$ cat config.mk
export PLATFORM = sky130hd
export DESIGN_NAME = fraction_arithmetic_reduce_unit
export DESIGN_NICKNAME = d
export VERILOG_FILES = /design/src/rtl/core/far_pkg.sv /design/src/rtl/core/fraction_arithmetic_reduce_unit.sv /design/src/rtl/core/far_div.sv
export VERILOG_INCLUDE_DIRS = /design/src /design/src/rtl/core
export SDC_FILE = /design/constraint.sdc
export NUM_CORES = 2
export LEC_CHECK = 0
export ABC_AREA = 1
export BUFFER_PORTS_ARGS = -buffer_cell sky130_fd_sc_hd__buf_2
export CAP_MARGIN = 10
export CORE_MARGIN = 4
export CORE_UTILIZATION = 45
export CTS_BUF_LIST = sky130_fd_sc_hd__clkbuf_4 sky130_fd_sc_hd__clkbuf_8
export DETAILED_ROUTE_END_ITERATION = 10
export GPL_TIMING_DRIVEN = 0
export PLACE_DENSITY = 0.73
export SYNTH_ARGS = -nofsm -noshare
export SYNTH_HDL_FRONTEND = slang
export SYNTH_SLANG_ARGS = --single-unit
$ cat constraint.sdc
create_clock -name clk -period 8.54 [get_ports clk]
set_input_delay 0.427 -clock clk [delete_from_list [all_inputs] [get_ports clk]]
set_output_delay 0.427 -clock clk [all_outputs]
set_load 0.02 [all_outputs]
$ cat src/rtl/core/fraction_arithmetic_reduce_unit_defines.svh
// Assertion macros shared by the fraction reduce unit RTL.
// Each macro expects clk and rst_n in the scope where it is used.
`ifndef FRACTION_ARITHMETIC_REDUCE_UNIT_DEFINES_SVH
`define FRACTION_ARITHMETIC_REDUCE_UNIT_DEFINES_SVH

// Check a consequence in the same cycle as its antecedent
`define FAR_ASSERT_SAME(label, ante, cons, msg) \
    label: assert property (@(posedge clk) disable iff (!rst_n) (ante) |-> (cons)) \
        else $error(msg);

// Check a consequence in the cycle after its antecedent
`define FAR_ASSERT_NEXT(label, ante, cons, msg) \
    label: assert property (@(posedge clk) disable iff (!rst_n) (ante) |=> (cons)) \
        else $error(msg);

`endif

$ cat src/rtl/core/far_pkg.sv
// Package for the fraction reduce unit: field widths, command codes,
// sequencer states and the divider status bundle. No dependencies.
package far_pkg;

    localparam int CMD_BITS         = 2;
    localparam int NUM_BITS         = 33;
    localparam int DEN_BITS         = 32;
    localparam int OPERAND_BITS_DEF = 16;

    localparam logic [CMD_BITS-1:0] CMD_ADD = 2'd0;
    localparam logic [CMD_BITS-1:0] CMD_SUB = 2'd1;
    localparam logic [CMD_BITS-1:0] CMD_MUL = 2'd2;
    localparam logic [CMD_BITS-1:0] CMD_DIV = 2'd3;

    typedef enum logic [3:0] {
        ST_IDLE,
        ST_MUL0,
        ST_MUL1,
        ST_MUL2,
        ST_CHECK,
        ST_GCD_ISSUE,
        ST_GCD_WAIT,
        ST_QNUM_ISSUE,
        ST_QNUM_WAIT,
        ST_QDEN_ISSUE,
        ST_QDEN_WAIT,
        ST_FINISH
    } far_state_t;

    typedef struct packed {
        logic busy;
        logic done;
    } div_status_t;

endpackage

$ cat src/rtl/core/fraction_arithmetic_reduce_unit.sv
// Fraction arithmetic with GCD reduction, DW = 2*OPERAND_BITS+1 (33 at the default width).
// A new word is accepted only in idle, so one word is in flight at a time; the bit-serial
// divider is shared by Euclid and both final divisions. A zero denominator skips the divider
// and returns an undefined result.
// Reset (rst_n, async low) returns the sequencer to idle and drops out_valid.
// Depends on far_pkg, far_div and fraction_arithmetic_reduce_unit_defines.svh.
`include "fraction_arithmetic_reduce_unit_defines.svh"

module fraction_arithmetic_reduce_unit #(
    parameter int OPERAND_BITS = far_pkg::OPERAND_BITS_DEF
) (
    input  logic                                clk,
    input  logic                                rst_n,
    input  logic                                in_valid,
    output logic                                in_stall,
    input  logic [far_pkg::CMD_BITS-1:0]        command,
    input  logic signed [OPERAND_BITS-1:0]      a_num,
    input  logic signed [OPERAND_BITS-1:0]      a_den,
    input  logic signed [OPERAND_BITS-1:0]      b_num,
    input  logic signed [OPERAND_BITS-1:0]      b_den,
    output logic                                out_valid,
    input  logic                                out_stall,
    output logic signed [far_pkg::NUM_BITS-1:0] res_num,
    output logic signed [far_pkg::DEN_BITS-1:0] res_den,
    output logic                                undefined
);
    import far_pkg::*;

    localparam int PW = 2 * OPERAND_BITS;
    localparam int DW = 2 * OPERAND_BITS + 1;

    far_state_t state_reg, state_next;

    logic [CMD_BITS-1:0]           cmd_reg, cmd_next;
    logic signed [OPERAND_BITS-1:0] an_reg, an_next;
    logic signed [OPERAND_BITS-1:0] ad_reg, ad_next;
    logic signed [OPERAND_BITS-1:0] bn_reg, bn_next;
    logic signed [OPERAND_BITS-1:0] bd_reg, bd_next;
    logic signed [PW-1:0]          prod_reg, prod_next;
    logic signed [DW-1:0]          n_reg, n_next;
    logic signed [DW-1:0]          d_reg, d_next;
    logic signed [DW-1:0]          x_reg, x_next;
    logic signed [DW-1:0]          y_reg, y_next;
    logic                          undef_reg, undef_next;

    logic                          out_valid_reg, out_valid_next;
    logic signed [NUM_BITS-1:0]    res_num_reg, res_num_next;
    logic signed [DEN_BITS-1:0]    res_den_reg, res_den_next;
    logic                          res_undef_reg, res_undef_next;

    logic signed [OPERAND_BITS-1:0] mul_a, mul_b;
    logic signed [PW-1:0]          product;
    logic signed [DW-1:0]          prod_ext;

    logic                          div_start;
    logic [DW-1:0]                 div_dividend, div_divisor;
    logic [DW-1:0]                 div_quo, div_rem;
    div_status_t                   div_stat;

    logic signed [DW-1:0]          gcd_rem;
    logic signed [DW-1:0]          quo_signed;
    logic                          quo_neg;
    logic                          accept;
    logic                          load_out;
    logic                          div_wait;

    function automatic logic [DW-1:0] mag(input logic signed [DW-1:0] v);
        logic signed [DW-1:0] neg;
        neg = -v;
        mag = v[DW-1] ? neg : v;
    endfunction

    assign accept   = in_valid && !in_stall;
    assign load_out = (state_reg == ST_FINISH) && (!out_valid_reg || !out_stall);
    assign div_wait = (state_reg == ST_GCD_WAIT) || (state_reg == ST_QNUM_WAIT)
                      || (state_reg == ST_QDEN_WAIT);

    // Shared multiplier
    assign product  = mul_a * mul_b;
    assign prod_ext = DW'(prod_reg);

    // Signed remainder follows the sign of the dividend
    assign gcd_rem = x_reg[DW-1] ? -$signed(div_rem) : $signed(div_rem);

    // Signed quotient: negate when the operand signs differ
    assign quo_signed = quo_neg ? -$signed(div_quo) : $signed(div_quo);

    far_div #(
        .WIDTH (DW)
    ) u_div (
        .clk       (clk),
        .rst_n     (rst_n),
        .start     (div_start),
        .dividend  (div_dividend),
        .divisor   (div_divisor),
        .quotient  (div_quo),
        .remainder (div_rem),
        .status    (div_stat)
    );

    // Next state
    always_comb
    begin
        state_next = state_reg;
        unique case (state_reg)
            ST_IDLE:       if (in_valid) state_next = ST_MUL0;
            ST_MUL0:       state_next = ST_MUL1;
            ST_MUL1:       state_next = ST_MUL2;
            ST_MUL2:       state_next = ST_CHECK;
            ST_CHECK:      state_next = (prod_reg == '0) ? ST_FINISH : ST_GCD_ISSUE;
            ST_GCD_ISSUE:  state_next = ST_GCD_WAIT;
            ST_GCD_WAIT:
            begin
                if (div_stat.done)
                    state_next = (gcd_rem == '0) ? ST_QNUM_ISSUE : ST_GCD_ISSUE;
            end
            ST_QNUM_ISSUE: state_next = ST_QNUM_WAIT;
            ST_QNUM_WAIT:  if (div_stat.done) state_next = ST_QDEN_ISSUE;
            ST_QDEN_ISSUE: state_next = ST_QDEN_WAIT;
            ST_QDEN_WAIT:  if (div_stat.done) state_next = ST_FINISH;
            ST_FINISH:     if (load_out) state_next = ST_IDLE;
        endcase
    end

    // Control outputs: handshake, multiplier and divider operand select
    always_comb
    begin
        in_stall     = (state_reg != ST_IDLE);
        mul_a        = an_reg;
        mul_b        = (cmd_reg == CMD_MUL) ? bn_reg : bd_reg;
        div_start    = 1'b0;
        div_dividend = mag(x_reg);
        div_divisor  = mag(y_reg);
        quo_neg      = n_reg[DW-1] ^ x_reg[DW-1];
        unique case (state_reg)
            ST_MUL1:
            begin
                mul_a = bn_reg;
                mul_b = ad_reg;
            end
            ST_MUL2:
            begin
                mul_a = ad_reg;
                mul_b = (cmd_reg == CMD_DIV) ? bn_reg : bd_reg;
            end
            ST_GCD_ISSUE:
            begin
                div_start = 1'b1;
            end
            ST_QNUM_ISSUE:
            begin
                div_start    = 1'b1;
                div_dividend = mag(n_reg);
                div_divisor  = mag(x_reg);
            end
            ST_QDEN_ISSUE:
            begin
                div_start    = 1'b1;
                div_dividend = mag(d_reg);
                div_divisor  = mag(x_reg);
            end
            ST_QDEN_WAIT:
            begin
                quo_neg = d_reg[DW-1] ^ x_reg[DW-1];
            end
            default:
            begin
            end
        endcase
    end

    // Datapath next values
    always_comb
    begin
        cmd_next        = cmd_reg;
        an_next         = an_reg;
        ad_next         = ad_reg;
        bn_next         = bn_reg;
        bd_next         = bd_reg;
        prod_next       = prod_reg;
        n_next          = n_reg;
        d_next          = d_reg;
        x_next          = x_reg;
        y_next          = y_reg;
        undef_next      = undef_reg;
        res_num_next    = res_num_reg;
        res_den_next    = res_den_reg;
        res_undef_next  = res_undef_reg;
        out_valid_next  = out_valid_reg && out_stall;

        // Capture the input word
        if (accept)
        begin
            cmd_next = command;
            an_next  = a_num;
            ad_next  = a_den;
            bn_next  = b_num;
            bd_next  = b_den;
        end

        unique case (state_reg)
            ST_MUL0:
            begin
                prod_next = product;
            end
            ST_MUL1:
            begin
                prod_next = product;
                n_next    = prod_ext;
            end
            ST_MUL2:
            begin
                prod_next = product;
                unique case (cmd_reg)
                    CMD_ADD: n_next = n_reg + prod_ext;
                    CMD_SUB: n_next = n_reg - prod_ext;
                    CMD_MUL: n_next = n_reg;
                    CMD_DIV: n_next = n_reg;
                endcase
            end
            ST_CHECK:
            begin
                // Zero denominator: flag and drop both terms
                if (prod_reg == '0)
                begin
                    undef_next = 1'b1;
                    n_next     = '0;
                    d_next     = '0;
                end
                else
                begin
                    undef_next = 1'b0;
                    d_next     = prod_ext;
                    x_next     = n_reg;
                    y_next     = prod_ext;
                end
            end
            ST_GCD_WAIT:
            begin
                // Euclid step: x takes y, y takes the remainder
                if (div_stat.done)
                begin
                    x_next = y_reg;
                    y_next = gcd_rem;
                end
            end
            ST_QNUM_WAIT:
            begin
                if (div_stat.done)
                    n_next = quo_signed;
            end
            ST_QDEN_WAIT:
            begin
                if (div_stat.done)
                    d_next = quo_signed;
            end
            ST_FINISH:
            begin
                if (load_out)
                begin
                    out_valid_next = 1'b1;
                    res_num_next   = NUM_BITS'(n_reg);
                    res_den_next   = DEN_BITS'(d_reg);
                    res_undef_next = undef_reg;
                end
            end
            default:
            begin
            end
        endcase
    end

    // Control state
    always_ff @(posedge clk or negedge rst_n)
    begin
        if (!rst_n)
        begin
            state_reg     <= ST_IDLE;
            out_valid_reg <= 1'b0;
        end
        else
        begin
            state_reg     <= state_next;
            out_valid_reg <= out_valid_next;
        end
    end

    // Payload
    always_ff @(posedge clk)
    begin
        cmd_reg       <= cmd_next;
        an_reg        <= an_next;
        ad_reg        <= ad_next;
        bn_reg        <= bn_next;
        bd_reg        <= bd_next;
        prod_reg      <= prod_next;
        n_reg         <= n_next;
        d_reg         <= d_next;
        x_reg         <= x_next;
        y_reg         <= y_next;
        undef_reg     <= undef_next;
        res_num_reg   <= res_num_next;
        res_den_reg   <= res_den_next;
        res_undef_reg <= res_undef_next;
    end

    assign out_valid = out_valid_reg;
    assign res_num   = res_num_reg;
    assign res_den   = res_den_reg;
    assign undefined = res_undef_reg;

    `FAR_ASSERT_NEXT(a_accept_starts_mul, accept, state_reg == ST_MUL0, "word not started")
    `FAR_ASSERT_SAME(a_div_done_in_wait, div_stat.done, div_wait, "stray divider done")
    `FAR_ASSERT_SAME(a_div_start_idle, div_start, !div_stat.busy, "divider restarted")
    `FAR_ASSERT_SAME(a_gcd_nonzero, state_reg == ST_QNUM_ISSUE, x_reg != '0, "zero divisor")
    `FAR_ASSERT_SAME(a_undef_zero, out_valid && undefined, {res_num, res_den} == '0, "bad undef")

endmodule

$ cat src/rtl/core/far_div.sv
// Unsigned restoring divider, one quotient bit per cycle.
// Depends on far_pkg for the status bundle.
module far_div #(
    parameter int WIDTH = 2 * far_pkg::OPERAND_BITS_DEF + 1
) (
    input  logic                      clk,
    input  logic                      rst_n,
    input  logic                      start,
    input  logic [WIDTH-1:0]          dividend,
    input  logic [WIDTH-1:0]          divisor,
    output logic [WIDTH-1:0]          quotient,
    output logic [WIDTH-1:0]          remainder,
    output far_pkg::div_status_t      status
);
    import far_pkg::*;

    localparam int CNT_BITS = $clog2(WIDTH + 1);

    logic [WIDTH-1:0]    rem_reg, rem_next;
    logic [WIDTH-1:0]    quo_reg, quo_next;
    logic [WIDTH-1:0]    dvs_reg, dvs_next;
    logic [CNT_BITS-1:0] cnt_reg, cnt_next;
    logic                busy_reg, busy_next;
    logic                done_reg, done_next;

    logic [WIDTH-1:0]    trial;
    logic [WIDTH-1:0]    diff;
    logic                fits;

    // Shift in the next dividend bit and try the subtraction
    assign trial = {rem_reg[WIDTH-2:0], quo_reg[WIDTH-1]};
    assign fits  = (trial >= dvs_reg);
    assign diff  = trial - dvs_reg;

    // Load on start, else advance one bit while busy
    always_comb
    begin
        rem_next  = rem_reg;
        quo_next  = quo_reg;
        dvs_next  = dvs_reg;
        cnt_next  = cnt_reg;
        busy_next = busy_reg;
        done_next = 1'b0;
        if (start)
        begin
            rem_next  = '0;
            quo_next  = dividend;
            dvs_next  = divisor;
            cnt_next  = CNT_BITS'(WIDTH);
            busy_next = 1'b1;
        end
        else if (busy_reg)
        begin
            rem_next = fits ? diff : trial;
            quo_next = {quo_reg[WIDTH-2:0], fits};
            cnt_next = cnt_reg - 1'b1;
            if (cnt_reg == CNT_BITS'(1))
            begin
                busy_next = 1'b0;
                done_next = 1'b1;
            end
        end
    end

    // Control state
    always_ff @(posedge clk or negedge rst_n)
    begin
        if (!rst_n)
        begin
            cnt_reg  <= '0;
            busy_reg <= 1'b0;
            done_reg <= 1'b0;
        end
        else
        begin
            cnt_reg  <= cnt_next;
            busy_reg <= busy_next;
            done_reg <= done_next;
        end
    end

    // Datapath
    always_ff @(posedge clk)
    begin
        rem_reg <= rem_next;
        quo_reg <= quo_next;
        dvs_reg <= dvs_next;
    end

    assign quotient    = quo_reg;
    assign remainder   = rem_reg;
    assign status.busy = busy_reg;
    assign status.done = done_reg;

endmodule
[Word level (Yosys, flattened, before mapping)]
Cells that the tools add are included.
Storage, ports and cells
  register bits after elaboration: 409
  latch bits: 0
  bits in writable memories: 0
  bits in read-only memories: 0
  bits of input ports: 70
  word-level logic and storage cells: 132
  memories kept: 0
Operators by class
  $add $sub $neg: 10
  multipliers: 1
  div/mod/pow operators: 0
  order comparisons: 1
  equality and inequality tests: 23
  shift operators: 0
  muxes and demuxes: 48
  bitwise logic cells: 2
  reductions and logical operators: 25
Operator list (number)
  $mux W33: 17
  $pmux W33 S2: 5
  $neg A33 Y33: 6
  $pmux W33 S4: 1
  $pmux W16 S2: 2
  $pmux W4 S12: 1
  $add A33 B32 Y33: 1
  $ge A33 B33 Y1: 1
  $logic_not A33 Y1: 1
  $sub A33 B32 Y33: 1
  $sub A33 B33 Y33: 1
  $logic_not A32 Y1: 1
  $mul A16 B16 Y32: 1
  $mux W16: 2
  $mux W4: 6
  $eq A4 B3 Y1 const B: 4
  $eq A4 B4 Y1 const B: 4
  $mux W6: 2
  $mux W1: 11
  $ne A2 B2 Y1 const B: 5
  $eq A4 B2 Y1 const B: 2
  $reduce_bool A4 Y1: 2
  $eq A6 B1 Y1 const B: 1
  $ne A2 B1 Y1 const B: 3
  other kinds (18): 29

[Depth between registers and ports, before layout]
  depth after elaboration: 6
  gate-level depth with buffers: 35

[Hierarchy]
A second synthesis with hierarchy kept.
Second synthesis, totals
  cell total of the unflattened synthesis: 4979
  area, all modules: 38155.3 sq um
By module, submodules not included
  fraction_arithmetic_reduce_unit: times used 1, cells an instance 3957, area an instance 31019.8 sq um, seq. area each 9043.7 sq um
  far_div: times used 1, cells an instance 1022, area an instance 7135.6 sq um, seq. area each 2842.7 sq um

[Worst setup path after synthesis]
Ideal clock, no wire load.
  kind: reg2reg
  start: register state_reg[2]
  end: register prod_reg[27], data pin
  library setup time: 0.258 ns
  arrival: 6.287 ns
  setup slack: 1.995 ns
  cell stages (with the launch flop): 25
  path buffers: 0
  period minus slack after synthesis: 6.545 ns
  cells stage by stage: dfrtp_1 > nor2_1 > inv_2 > nor2_8 > nor2_1 > a221oi_4 > clkinv_1 > nor2_1 > fa_1 > fa_1 > fa_1 > fa_1 > fa_1 > inv_1 > fa_1 > inv_1 > ha_1 > nand2_1 > nor2_1 > inv_1 > nor3_1 > nand4_1 > nand2_1 > a21oi_1 > xnor2_1
Between the ends
  word-level cells in the longest chain between the ends: 3
  elaborated cells between the ends (all ways): 5
RTL lines
  start: declaration: RTL line fraction_arithmetic_reduce_unit.sv:32  | far_state_t state_reg, state_next;
  start signal: assignment: RTL line fraction_arithmetic_reduce_unit.sv:283  | state_reg <= state_next;
  $eq A4 B2 Y1: RTL line fraction_arithmetic_reduce_unit.sv:135  | unique case (state_reg)
  $pmux W16 S2: RTL line fraction_arithmetic_reduce_unit.sv:135
  $mul A16 B16 Y32 (*): RTL line fraction_arithmetic_reduce_unit.sv:79  | assign product = mul_a * mul_b;
  via product[27]: RTL line fraction_arithmetic_reduce_unit.sv:52  | logic signed [PW-1:0] product;
  end signal: assignment: RTL line fraction_arithmetic_reduce_unit.sv:296  | prod_reg <= prod_next;
  end: declaration: RTL line fraction_arithmetic_reduce_unit.sv:39  | logic signed [PW-1:0] prod_reg, prod_next;
Mark *: on every way through the listed nets, which the timed path passes. The rest lies on a longest branch.
A chain may end at the register's enable or synchronous reset.

[Final worst setup path]
  start: register state_reg[0]
  end: register prod_reg[25], data pin
Same word-level chain as after synthesis.

==> flow_summary.ini <==
[grt]
grt_antenna_before_repair = 10
grt_overflow = 0
grt_pass1_vias = 33950
grt_use_total = 0.3047
grt_max_degree = 43
grt_pass1_wl_mm = 200.9

[die]
die_w_um = 295.1
core_um2 = 81850
die_h_um = 295.1
initial_core_util = 0.4533
row_count = 105
die-area_um2 = 87110
io_pins = 138

[synthesis]
synth.net_count = 5200
synth_fa_ha_area_frac = 0.1954
synth_top_family_by_area = simple AND/OR/NAND/NOR gates
synth_area_leader_cell = edfxtp_1
ys_seq_area_frac = 0.3204
synth_edf_count = 363
syn_area_um2 = 37100
synth_xor_area_frac = 0.04367
synth_compound_area_frac = 0.1140
synth_mux_area_frac = 0
yosys_warnings = 0
syn_inst = 4709
synth_top_area_frac = 0.2938
avgSynthCellArea_um2 = 7.879
yosys.area_share.simple = 0.2283
postSynth.asyncResetShare = 0.03178
synth.area.top_cells = edfxtp_1 (29%), fa_1 (14%), nand2_1 (11%), inv_1 (8.0%), nor2_1 (5.6%)
yosysUniqueCellTypes = 64
synth.most_common_cell = nand2_1
synthTopCellsByCount = nand2_1 (1047), inv_1 (788), nor2_1 (549), edfxtp_1 (363), o21ai_0 (301)
synth_seq_cells = 409
synth_ff_type = edfxtp_1

[clocking]
hold_buffers = 68
cts_resized = 0
clkTransAtPathRegs_ns = 0.07
worstSkewPairLatency_ns = 0.71
max-clock-path-buffers = 3
cts_sinks = 409
numCtsBuffers = 74
postCtsSetupBuffers = 0
root_buffer = clkbuf_8
cts_max_level = 3
cts_tree = built

[timing]
finalMaxSlewViolations = 0
finalSetupTns_ns = 0
worstMarginPinSlew_ns = 1.178
layout_setup_ws_ns = 0.4050
setup_viol = 0
slew_headroom = 0.2144
max_freq_mhz = 122.9
min_period_ns = 8.135
min_period_over_period = 0.9526
fin_skew_ns = 0.05963
hold_violations = 0
hold_slack_ns = 0.2195
rsz0062_at_grt = false

[routing]
drcViolationCount = 0
vias = 35180
dr.first_iter.drc_count = 4713
routed_wl_mm = 133.8
firstDrtPassIters = 9
via_per_inst = 5.733
ant_nets = 0
post_drt_wl_per_cell_um = 21.81

[finish]
syn2layout_area_growth_pct = 12.00
drive_above_1_share = 0.07750
stdcell_count = 6136
fin_nets = 5489

[status]
status = finished clean

[place]
port_buffers = 137
dpl.hpwl_mm = 107.2
place_congestion = 1.001
placedCellCount = 5924
preCtsSetupSlack_ns = 0.6178

[worst_setup_path]
cp.arrival_ns = 8.53
crit_fanout = 10
cpMaxStageDelayCell = a221oi_1
cp-start-kind = register
required_ns = 8.93
cpPeakStageDelay_ns = 0.89
crit_chain = nand2_2 > nor2_4 > buf_4 > buf_2 > a221oi_1 > buf_2 > nand2_1 > fa_1 > inv_1 > fa_1 > fa_1 > fa_1 > fa_1 > inv_1 > fa_1 > inv_1 > ha_1 > nand2_1 > nor4_1 > nand4_1 > nand3_1 > a21oi_1 > xnor2_1
crit_path_frequent_cell = fa_1
end_kind = register
crit_type = reg2reg

[flow_run]
cap_violations = 0

[hold_path]
hold_class = in2async
-- critical path, delay by kind of cell (launching register included) --
family	cells	cell delay, ns
fa+ha+maj	7	3.46
xor+xnor	1	0.15
flops	1	0.52
buf+inv	6	1.01
simple gates	7	1.74
compound gates	2	1.00
-- final timing paths --
| kind | from | end | slack, ns | cells after the start |
|---|---|---|---|---|
| max | state_reg[0]$_DFFE_PN0P_ | prod_reg[25]$_DFFE_PP_ | 0.40 | 23 |
| min | rst_n | u_div.cnt_reg[3]$_DFFE_PN0P_ | 0.22 | 2 |
| max reg2reg | state_reg[0]$_DFFE_PN0P_ | prod_reg[25]$_DFFE_PP_ | 0.40 | 23 |
| min reg2reg | d_reg[24]$_DFFE_PP_ | res_den[24]$_DFFE_PP_ | 0.48 | 0 |
| max in group asynchronous | rst_n | state_reg[2]$_DFFE_PN0P_ | 7.97 | 2 |
| min in group clk | in_valid | state_reg[1]$_DFFE_PN0P_ | 0.36 | 5 |
-- cell families after synthesis --
group / count (synthesis)
buffers and inverters: 941
flip-flops: 409
adder cells (fa/ha/maj): 421
AO/OA/AOI/OAI: 718
XOR/XNOR: 185
AND/OR/NAND/NOR: 2035
-- placed cells by master, fill, tap and decap left out, types with 7 or more instances in the layout --
| master | instances |
|---|---|
| diode_2 | 8 |
| o21bai_1 | 14 |
| or2_2 | 13 |
| buf_6 | 7 |
| a21o_1 | 17 |
| nand4_1 | 44 |
| o31ai_1 | 8 |
| inv_2 | 16 |
| clkinv_1 | 26 |
| a21oi_1 | 218 |
| nor2_4 | 8 |
| edfxtp_1 | 363 |
| nand3b_1 | 15 |
| a221oi_2 | 7 |
| clkbuf_1 | 69 |
| dfxtp_1 | 33 |
| nand3_1 | 266 |
| nor2_1 | 546 |
| xnor2_1 | 57 |
| clkbuf_8 | 75 |
| o21ai_0 | 299 |
| clkbuf_4 | 18 |
| nand2_1 | 1047 |
| dlygate4sd3_1 | 68 |
| dfrtp_1 | 13 |
| inv_1 | 788 |
| a31oi_1 | 33 |
| ha_1 | 157 |
| nor4_1 | 19 |
| o21a_1 | 7 |
| o211ai_1 | 35 |
| o21ai_1 | 8 |
| buf_2 | 170 |
| nor3_1 | 48 |
| o221ai_1 | 29 |
| clkinv_2 | 13 |
| fa_1 | 264 |
| buf_1 | 14 |
| xor2_1 | 128 |
-- metal layers --
metal,vias up,part of all wire,global-route usage
li1,15870,-,-
met1,16570,0.38,0.4037
met2,2296,0.44,0.4867
met3,441,0.11,0.05071
met4,2,0.059,0.1537
met5,-,0.00034,0
-- metrics by stage --
stage	instance area, um^2	utilization
final	41550	0.5077
after global routing	41540	0.5075
after CTS	41530	0.5075
after detailed placement	39350	0.4808
after global placement	39130	0.4780
after floorplan	37100	-
-- area by class of cell --
class                           count  area (um^2)
Clock buffer                       93         1167
Clock inverter                     43        332.8
Fill cell                        7853        40290
Tap cell                         1070         1339
Antenna cell                        8        20.02
Buffer                            129        600.6
Inverter                          812         3048
Multi-Input combinational cell   3359        21620
Sequential cell                   409        11890
Timing Repair Buffer              213         1536
Power is left out: the tool's default activity adds up to more than one toggle a clock period on the data nets, which glitch-free logic cannot reach.
